File: config.mk
export PLATFORM = sky130hd
export DESIGN_NAME = three_queue_round_robin_mux
export DESIGN_NICKNAME = d
export VERILOG_FILES = /design/src/rtl/core/rrqm_pkg.sv /design/src/rtl/core/three_queue_round_robin_mux.sv
export SDC_FILE = /design/constraint.sdc
export NUM_CORES = 2
export LEC_CHECK = 0
export BUFFER_PORTS_ARGS = -buffer_cell sky130_fd_sc_hd__buf_2
export CORE_ASPECT_RATIO = 1.75
export CORE_MARGIN = 2
export CORE_UTILIZATION = 62
export DETAILED_ROUTE_END_ITERATION = 8
export PLACE_DENSITY = 0.79
export RECOVER_POWER = 100
export SYNTH_ARGS = -nofsm -noshare
export SYNTH_HDL_FRONTEND = slang
export SYNTH_SLANG_ARGS = --single-unit
File: constraint.sdc
create_clock -name clk -period 6.6 [get_ports clk]
set_input_delay 1.32 -clock clk [delete_from_list [all_inputs] [get_ports clk]]
set_output_delay 1.32 -clock clk [all_outputs]
set_load 0.005 [all_outputs]
File: src/rtl/core/rrqm_pkg.sv
// Shared constants for the three-queue round-robin multiplexer.
package rrqm_pkg;

  localparam int NUM_QUEUES          = 3;
  localparam int DEFAULT_QUEUE_DEPTH = 16;
  localparam int DATA_W              = 32;
  localparam int TAG_W               = 8;
  localparam int STATUS_W            = 2;
  localparam int SEL_W               = 2;
  localparam int CFG_ADDR_W          = 4;
  localparam int CFG_DATA_W          = 32;

  // Command codes
  localparam logic CMD_PUSH = 1'b0;
  localparam logic CMD_PULL = 1'b1;

  // Result status codes
  localparam logic [STATUS_W-1:0] ST_PUSH_OK   = 2'd0;
  localparam logic [STATUS_W-1:0] ST_PUSH_FULL = 2'd1;
  localparam logic [STATUS_W-1:0] ST_DELIVERED = 2'd2;
  localparam logic [STATUS_W-1:0] ST_EMPTY     = 2'd3;

  // Register indexes (word address)
  localparam logic [1:0] REG_TAG0 = 2'd0;
  localparam logic [1:0] REG_TAG1 = 2'd1;
  localparam logic [1:0] REG_TAG2 = 2'd2;

  // Tag reset values
  localparam logic [TAG_W-1:0] TAG0_RESET = 8'd1;
  localparam logic [TAG_W-1:0] TAG1_RESET = 8'd2;
  localparam logic [TAG_W-1:0] TAG2_RESET = 8'd3;

endpackage

File: src/rtl/core/three_queue_round_robin_mux.sv
// Three FIFO queues merged onto one output channel in round-robin order.
//
// Each input beat is a push (append in_push_value to queue in_queue_select) or
// a pull (deliver the head of the next non-empty queue after the last one
// served, tagged with that queue's configured id). While in_ready is high one
// beat is accepted per cycle, its result registered in the output register; the
// queue data lives in one single-port-write memory of 3*QUEUE_DEPTH words
// whose registered read port supplies the delivered value. in_ready drops
// only while a result waits that out_ready does not take. Pushes to a full
// queue or to queue select three are refused; a pull with all queues empty
// reports empty and leaves the round-robin pointer alone. Tag registers sit
// at byte addresses 0, 4 and 8 and reset to 1, 2 and 3.
module three_queue_round_robin_mux #(
  parameter int QUEUE_DEPTH = rrqm_pkg::DEFAULT_QUEUE_DEPTH
) (
  input  logic                                clk,
  input  logic                                rst_n,
  // input channel
  input  logic                                in_valid,
  output logic                                in_ready,
  input  logic                                in_cmd,
  input  logic [rrqm_pkg::SEL_W-1:0]          in_queue_select,
  input  logic signed [rrqm_pkg::DATA_W-1:0]  in_push_value,
  // result channel
  output logic                                out_valid,
  input  logic                                out_ready,
  output logic [rrqm_pkg::STATUS_W-1:0]       out_status,
  output logic [rrqm_pkg::TAG_W-1:0]          out_tag,
  output logic signed [rrqm_pkg::DATA_W-1:0]  out_value,
  // configuration
  input  logic                                psel,
  input  logic                                penable,
  input  logic                                pwrite,
  input  logic [rrqm_pkg::CFG_ADDR_W-1:0]     paddr,
  input  logic [rrqm_pkg::CFG_DATA_W-1:0]     pwdata,
  output logic [rrqm_pkg::CFG_DATA_W-1:0]     prdata,
  output logic                                pready
);

  localparam int NQ     = rrqm_pkg::NUM_QUEUES;
  localparam int CNT_W  = $clog2(QUEUE_DEPTH + 1);
  localparam int PTR_W  = (QUEUE_DEPTH > 1) ? $clog2(QUEUE_DEPTH) : 1;
  localparam int SUM_W  = CNT_W + 1;
  localparam int ADDR_W = $clog2(NQ * QUEUE_DEPTH);
  localparam int QIDX_W = 2;

  // ---------------------------------------------------------------- config
  logic [rrqm_pkg::TAG_W-1:0] tag_r [NQ];
  logic                       cfg_wr;
  logic [1:0]                 cfg_idx;

  assign pready  = 1'b1;
  assign cfg_idx = paddr[3:2];
  assign cfg_wr  = psel & penable & pwrite & pready;

  always_ff @(posedge clk) begin
    if (!rst_n) begin
      tag_r[0] <= rrqm_pkg::TAG0_RESET;
      tag_r[1] <= rrqm_pkg::TAG1_RESET;
      tag_r[2] <= rrqm_pkg::TAG2_RESET;
    end else if (cfg_wr) begin
      case (cfg_idx)
        rrqm_pkg::REG_TAG0: tag_r[0] <= pwdata[rrqm_pkg::TAG_W-1:0];
        rrqm_pkg::REG_TAG1: tag_r[1] <= pwdata[rrqm_pkg::TAG_W-1:0];
        rrqm_pkg::REG_TAG2: tag_r[2] <= pwdata[rrqm_pkg::TAG_W-1:0];
        default: ;
      endcase
    end
  end

  always_comb begin
    prdata = '0;
    case (cfg_idx)
      rrqm_pkg::REG_TAG0: prdata[rrqm_pkg::TAG_W-1:0] = tag_r[0];
      rrqm_pkg::REG_TAG1: prdata[rrqm_pkg::TAG_W-1:0] = tag_r[1];
      rrqm_pkg::REG_TAG2: prdata[rrqm_pkg::TAG_W-1:0] = tag_r[2];
      default:            prdata = '0;
    endcase
  end

  // ---------------------------------------------------------------- queue state
  logic [CNT_W-1:0]  fill_r [NQ];
  logic [PTR_W-1:0]  head_r [NQ];
  logic [QIDX_W-1:0] nts_r;

  logic signed [rrqm_pkg::DATA_W-1:0] mem [NQ * QUEUE_DEPTH];
  logic signed [rrqm_pkg::DATA_W-1:0] rd_data_r;

  logic                               out_valid_r;
  logic [rrqm_pkg::STATUS_W-1:0]      out_status_r;
  logic [rrqm_pkg::TAG_W-1:0]         out_tag_r;
  logic                               out_from_mem_r;

  logic              in_fire;
  logic              sel_ok;
  logic [QIDX_W-1:0] push_q;
  logic              push_ok;
  logic [SUM_W-1:0]  slot_sum;
  logic [PTR_W-1:0]  push_slot;
  logic [ADDR_W-1:0] wr_addr;

  logic [NQ-1:0]     not_empty;
  logic              pull_hit;
  logic [QIDX_W-1:0] pull_q;
  logic [QIDX_W:0]   cand_sum;
  logic [QIDX_W-1:0] cand_q;
  logic [ADDR_W-1:0] rd_addr;
  logic [PTR_W-1:0]  head_inc;
  logic [QIDX_W-1:0] nts_nxt;
  logic [rrqm_pkg::TAG_W-1:0] pull_tag;

  logic [rrqm_pkg::STATUS_W-1:0] status_nxt;

  assign in_ready = !out_valid_r || out_ready;
  assign in_fire  = in_valid && in_ready;

  // push side
  assign sel_ok  = in_queue_select < QIDX_W'(NQ);
  assign push_q  = sel_ok ? in_queue_select : '0;
  assign push_ok = sel_ok && (fill_r[push_q] < CNT_W'(QUEUE_DEPTH));

  assign slot_sum  = SUM_W'(head_r[push_q]) + SUM_W'(fill_r[push_q]);
  assign push_slot = (slot_sum >= SUM_W'(QUEUE_DEPTH)) ?
                     PTR_W'(slot_sum - SUM_W'(QUEUE_DEPTH)) : PTR_W'(slot_sum);
  assign wr_addr   = ADDR_W'(push_q) * ADDR_W'(QUEUE_DEPTH) + ADDR_W'(push_slot);

  // pull side: first non-empty queue starting at the pointer
  always_comb begin
    pull_hit = 1'b0;
    pull_q   = '0;
    cand_sum = '0;
    cand_q   = '0;
    for (int i = 0; i < NQ; i++) begin
      not_empty[i] = fill_r[i] != '0;
    end
    for (int k = 0; k < NQ; k++) begin
      cand_sum = (QIDX_W + 1)'(nts_r) + (QIDX_W + 1)'(k);
      cand_q   = (cand_sum >= (QIDX_W + 1)'(NQ)) ?
                 QIDX_W'(cand_sum - (QIDX_W + 1)'(NQ)) : QIDX_W'(cand_sum);
      if (!pull_hit && not_empty[cand_q]) begin
        pull_hit = 1'b1;
        pull_q   = cand_q;
      end
    end
  end

  assign rd_addr  = ADDR_W'(pull_q) * ADDR_W'(QUEUE_DEPTH) + ADDR_W'(head_r[pull_q]);
  assign head_inc = (head_r[pull_q] == PTR_W'(QUEUE_DEPTH - 1)) ?
                    '0 : head_r[pull_q] + PTR_W'(1);
  assign nts_nxt  = (pull_q == QIDX_W'(NQ - 1)) ? '0 : pull_q + QIDX_W'(1);
  assign pull_tag = tag_r[pull_q];

  always_comb begin
    if (in_cmd == rrqm_pkg::CMD_PUSH) begin
      status_nxt = push_ok ? rrqm_pkg::ST_PUSH_OK : rrqm_pkg::ST_PUSH_FULL;
    end else begin
      status_nxt = pull_hit ? rrqm_pkg::ST_DELIVERED : rrqm_pkg::ST_EMPTY;
    end
  end

  // queue bookkeeping
  always_ff @(posedge clk) begin
    if (!rst_n) begin
      for (int i = 0; i < NQ; i++) begin
        fill_r[i] <= '0;
        head_r[i] <= '0;
      end
      nts_r <= '0;
    end else if (in_fire) begin
      if (in_cmd == rrqm_pkg::CMD_PUSH) begin
        if (push_ok) begin
          fill_r[push_q] <= fill_r[push_q] + CNT_W'(1);
        end
      end else if (pull_hit) begin
        fill_r[pull_q] <= fill_r[pull_q] - CNT_W'(1);
        head_r[pull_q] <= head_inc;
        nts_r          <= nts_nxt;
      end
    end
  end

  // data memory
  always_ff @(posedge clk) begin
    if (in_fire && (in_cmd == rrqm_pkg::CMD_PUSH) && push_ok) begin
      mem[wr_addr] <= in_push_value;
    end
  end

  always_ff @(posedge clk) begin
    if (in_fire && (in_cmd == rrqm_pkg::CMD_PULL) && pull_hit) begin
      rd_data_r <= mem[rd_addr];
    end
  end

  // result register
  always_ff @(posedge clk) begin
    if (!rst_n) begin
      out_valid_r <= 1'b0;
    end else if (in_fire) begin
      out_valid_r <= 1'b1;
    end else if (out_ready) begin
      out_valid_r <= 1'b0;
    end
  end

  always_ff @(posedge clk) begin
    if (in_fire) begin
      out_status_r   <= status_nxt;
      out_from_mem_r <= (in_cmd == rrqm_pkg::CMD_PULL) && pull_hit;
      out_tag_r      <= ((in_cmd == rrqm_pkg::CMD_PULL) && pull_hit) ? pull_tag : '0;
    end
  end

  assign out_valid  = out_valid_r;
  assign out_status = out_status_r;
  assign out_tag    = out_tag_r;
  assign out_value  = out_from_mem_r ? rd_data_r : '0;

  // ---------------------------------------------------------------- checks
  a_no_payload_unless_delivered: assert property (@(posedge clk) disable iff (!rst_n)
    out_valid && (out_status != rrqm_pkg::ST_DELIVERED) |-> (out_value == '0) && (out_tag == '0))
    else $error("payload on a result that delivers nothing");

  a_empty_pull_reports_empty: assert property (@(posedge clk) disable iff (!rst_n)
    in_fire && (in_cmd == rrqm_pkg::CMD_PULL) && (not_empty == '0)
      |=> out_valid && (out_status == rrqm_pkg::ST_EMPTY))
    else $error("pull with all queues empty did not report empty");

  a_full_push_holds_fill: assert property (@(posedge clk) disable iff (!rst_n)
    in_fire && (in_cmd == rrqm_pkg::CMD_PUSH) && !push_ok
      |=> $stable(fill_r[0]) && $stable(fill_r[1]) && $stable(fill_r[2]))
    else $error("refused push changed a queue fill");

  a_pointer_in_range: assert property (@(posedge clk) disable iff (!rst_n)
    in_fire |=> nts_r < QIDX_W'(NQ))
    else $error("round-robin pointer out of range");

  a_ready_when_idle: assert property (@(posedge clk) disable iff (!rst_n)
    !out_valid_r |-> in_ready)
    else $error("input stalled with empty result register");

endmodule
==> run metrics <==
result of the run=finished with violations; failing checks=capacitance limit, slew limit; class of the most critical setup path=primary input to flop; total grt overflow=0; Port-buffer cells=103; pins over their slew limit=between 1500 and 2000; drt total wl=159 mm; Fin. Hold Viols=0; syn_area_per_cell=around 16 um2; number of buffers inserted by hold repair at cts=0; cell row count=157; post-DR vias/cell=6.79; number of H-tree branching levels=4; maximum number of pins on one net before global-route repair=approximately 150; number of global-route vias before repair=37100; buffers from clock root to sink, at most=3; critical path's slowest cell=clkbuf_1; first-pass GRT wire length=232 mm; Layout Skew=roughly 0.022 ns; Synth Area in XOR/XNOR=0.00161; clock tree root driver cell=clkbuf_16; setup slack of the critical path after layout=approximately 0.75 ns; routed wire length per instance=about 29 um; most common cell after layout, fill and taps aside=edfxtp_1; Worst Hold Path Cells=2; Synth Area in Simple Gates=0.0558; total setup violations reported at the end of the flow=0; antenna violation net count after detailed routing=0; Setup crit end kind=flop; routed vias=about 37000; number of instances resized during post-cts repair=0; cell area power density=323 mW/mm2; die width=approximately 250 um; RePlAce Congestion=about 0.9; Seq/Total Area, Yosys=0.755; die height=~430 um; total of warnings raised by yosys=0; sum of negative setup slack=0 ns; GRT Util Overall=0.292; end of the worst hold path=out_valid$_SDFFE_PN0P_; commonest cells after routing, fill and taps aside=edfxtp_1 (1639), mux2i_1 (455), a211oi_1 (287); Initial Util=0.624; critical path, cell by cell=clkbuf_1 > ha_1 > mux4_2 > ha_1 > inv_1 > fa_1 > xor2_1 > nand3_1 > nor2_4 > clkbuf_1; estimated wirelength of the detail-placed design=around 95 mm; cell area after synthesis=roughly 0.065 mm2; synthesized-area fraction occupied by ao, oa, aoi and oai cells=0.0873; fin crit share=0.886; worst skew pair latency=about 0.76 ns; worst-case reg-to-reg path depth=13; met1 routing resource usage after global routing=0.341; relative slew slack=-0.955; Least-Margin Pin Slew=2.93 ns; terminus of the critical flop-to-flop path=rd_data_r[14]$_DFFE_PP_; combinational family with the most area after synthesis=compound AO/OA/AOI/OAI gates; TritonCTS clock tree=done; r2r startpoint=nts_r[0]$_SDFFE_PN0P_; multiplexer share of the synthesized area=0.0731; P_leak=approximately 0.024 uW; number of buffers inserted by post-CTS setup repair=0; worst hold slack across all endpoints=between 0.5 and 0.6 ns; sort of element at the start of the critical path=primary input; Data arrival, critical path=6.18 ns; required time worst endpoint=6.93 ns; placeable core region=approximately 0.10 mm2; number of flip-flops and latches in the synthesized netlist=approximately 1600; Die ar.=around 0.11 mm2; count of flip-flops with a built-in enable after synthesis=about 1600; count of cell types in the netlist=just under 70; min Tclk post-route=approximately 6 ns; most utilized layer in the global route result=met2; maximum single-stage delay on the critical path=roughly 1.7 ns; fin nets=a little over 4000; first-pass iteration count of the detailed router=8; post-synthesis cell count=roughly 4000; Filler Cell Count=between 6000 and 7000; CTS clk-pin slew, worst paths=0.07 ns; async set-reset flop share out of synthesis=0; met3 GRT Util=0.0470; DRT iter0 DRCs=~4300; Max FO, Critical Path=32; total of max-cap violations=slightly above 40; residual DRC count=0; I/O pins=approximately 160; number of clock sinks=approximately 1600; adder-cell area share of the yosys netlist=0.00276; kind of path behind the tightest hold check=flop to flop; RSZ-0062 raised after global routing=false; worst IR drop on VDD=about 320 uV; number of buffers added by the clock tree synthesis step=roughly 130; worst hold path startpoint=out_valid$_SDFFE_PN0P_; share of layout cells above drive strength 1=0.112; synth-to-layout area growth=10.1%; Synth Flop Type=edfxtp_1; antenna violations before repair=7; met2 track utilization from global routing=0.528; register-to-register setup slack=0.89 ns; pre-CTS setup slack=about 0.96 ns; peak clock frequency supported by timing=approximately 170 MHz
==> worst max path at each step <==
stage	depth (start not counted)	endpoint	start
2_1_floorplan	11	mem[24][0]$_DFFE_PP_	in_queue_select[1]
3_3_place_gp	12	mem[5][24]$_DFFE_PP_	in_queue_select[1]
3_5_place_dp	12	mem[5][22]$_DFFE_PP_	in_queue_select[1]
4_1_cts	12	rd_data_r[4]$_DFFE_PP_	nts_r[0]$_SDFFE_PN0P_
5_1_grt	11	mem[25][20]$_DFFE_PP_	in_queue_select[1]
6_report	10	mem[25][24]$_DFFE_PP_	in_queue_select[1]
==> flip-flops by register name (all words and copies together), names as in the netlist <==
name and cells:
mem 1536, rd_data_r 32, tag_r 24, fill_r 20, head_r 16, out_tag 8
nts_r 2, out_status 2, out_from_mem_r 1, out_valid 1
==> power by group <==
group	switching [uW]	total (uW)	internal [uW]	leakage, uW
Combinational	2330	3450	1110	0.00682
Sequential	43.0	11700	11600	0.0148
Clock	3560	8070	4520	0.00215
==> layout make-up <==
class | instances | area, um2 | share of cell area
antenna | 3 | 7.51 | 0.000104
clock buffer | 165 | 3590 | 0.0499
clock inverter | 77 | 835 | 0.0116
inverter | 25 | 96.3 | 0.00134
multi-input combinational | 2028 | 14900 | 0.207
sequential | 1642 | 49300 | 0.686
tap | 1351 | 1690 | 0.0235
timing repair buffer | 233 | 1470 | 0.0204
==> synth_stat cells (15+ instances only) <==
| cell type | n | area (um2) |
|---|---|---|
| edfxtp_1 | 1639 | 49200 |
| mux2i_1 | 455 | 4550 |
| a211oi_1 | 287 | 2150 |
| nand2_1 | 222 | 833 |
| o22ai_1 | 221 | 1380 |
| and3_1 | 192 | 1200 |
| a21oi_1 | 141 | 706 |
| clkbuf_1 | 132 | 495 |
| buf_2 | 104 | 521 |
| nor2_1 | 96 | 360 |
| nor4_1 | 65 | 407 |
| and2_1 | 45 | 282 |
| a2111oi_2 | 37 | 556 |
| buf_4 | 36 | 270 |
| nand4_1 | 34 | 213 |
| a32oi_1 | 32 | 280 |
| a2111oi_0 | 27 | 236 |
| nand3_1 | 24 | 120 |
| inv_1 | 23 | 86.3 |
| o21ai_0 | 19 | 95.1 |
| buf_6 | 15 | 169 |
==> critical path, delay by kind of cell <==
kind / cells / cell delay [ns]
muxes: 1 / 0.39
adders and majority gates: 3 / 1.30
buffers and inverters: 3 / 1.95
xor gates and xnor gates: 1 / 0.27
and+or+nand+nor: 2 / 0.88
==> routing by layer <==
layer  wire length (um)  vias up  part of all wire
met2              84400     1972              0.53
met3              12200      429             0.077
li1                   -    16100                 -
met1              54500    19000              0.34
met4               7480        0             0.047
met5                  0        -                 0
==> cells by family (layout without fill, tap and decap cells) <==
logic type | count (synthesis) | in the layout
DFF | 1642 | 1642
AOI/OAI and AO/OA | 797 | 797
and+or+nand+nor | 711 | 711
muxes | 465 | 465
buffers and inverters | 320 | 500
adders and majority gates | 14 | 14
xor gates and xnor gates | 12 | 12
other | 2 | 32
==> stage by stage <==
stage                     power, uW   util  instances  cell area (um2)
after global placement        15200  0.648       5279            67700
after floorplan               14200      -       3990            65400
final                         23200  0.688       5524            71900
after global routing          23800  0.688       5523            71900
after detailed placement      15300  0.648       5279            67700
after CTS                     23200  0.690       5521            72200
Note: power is estimated with default switching activity, not from simulation.
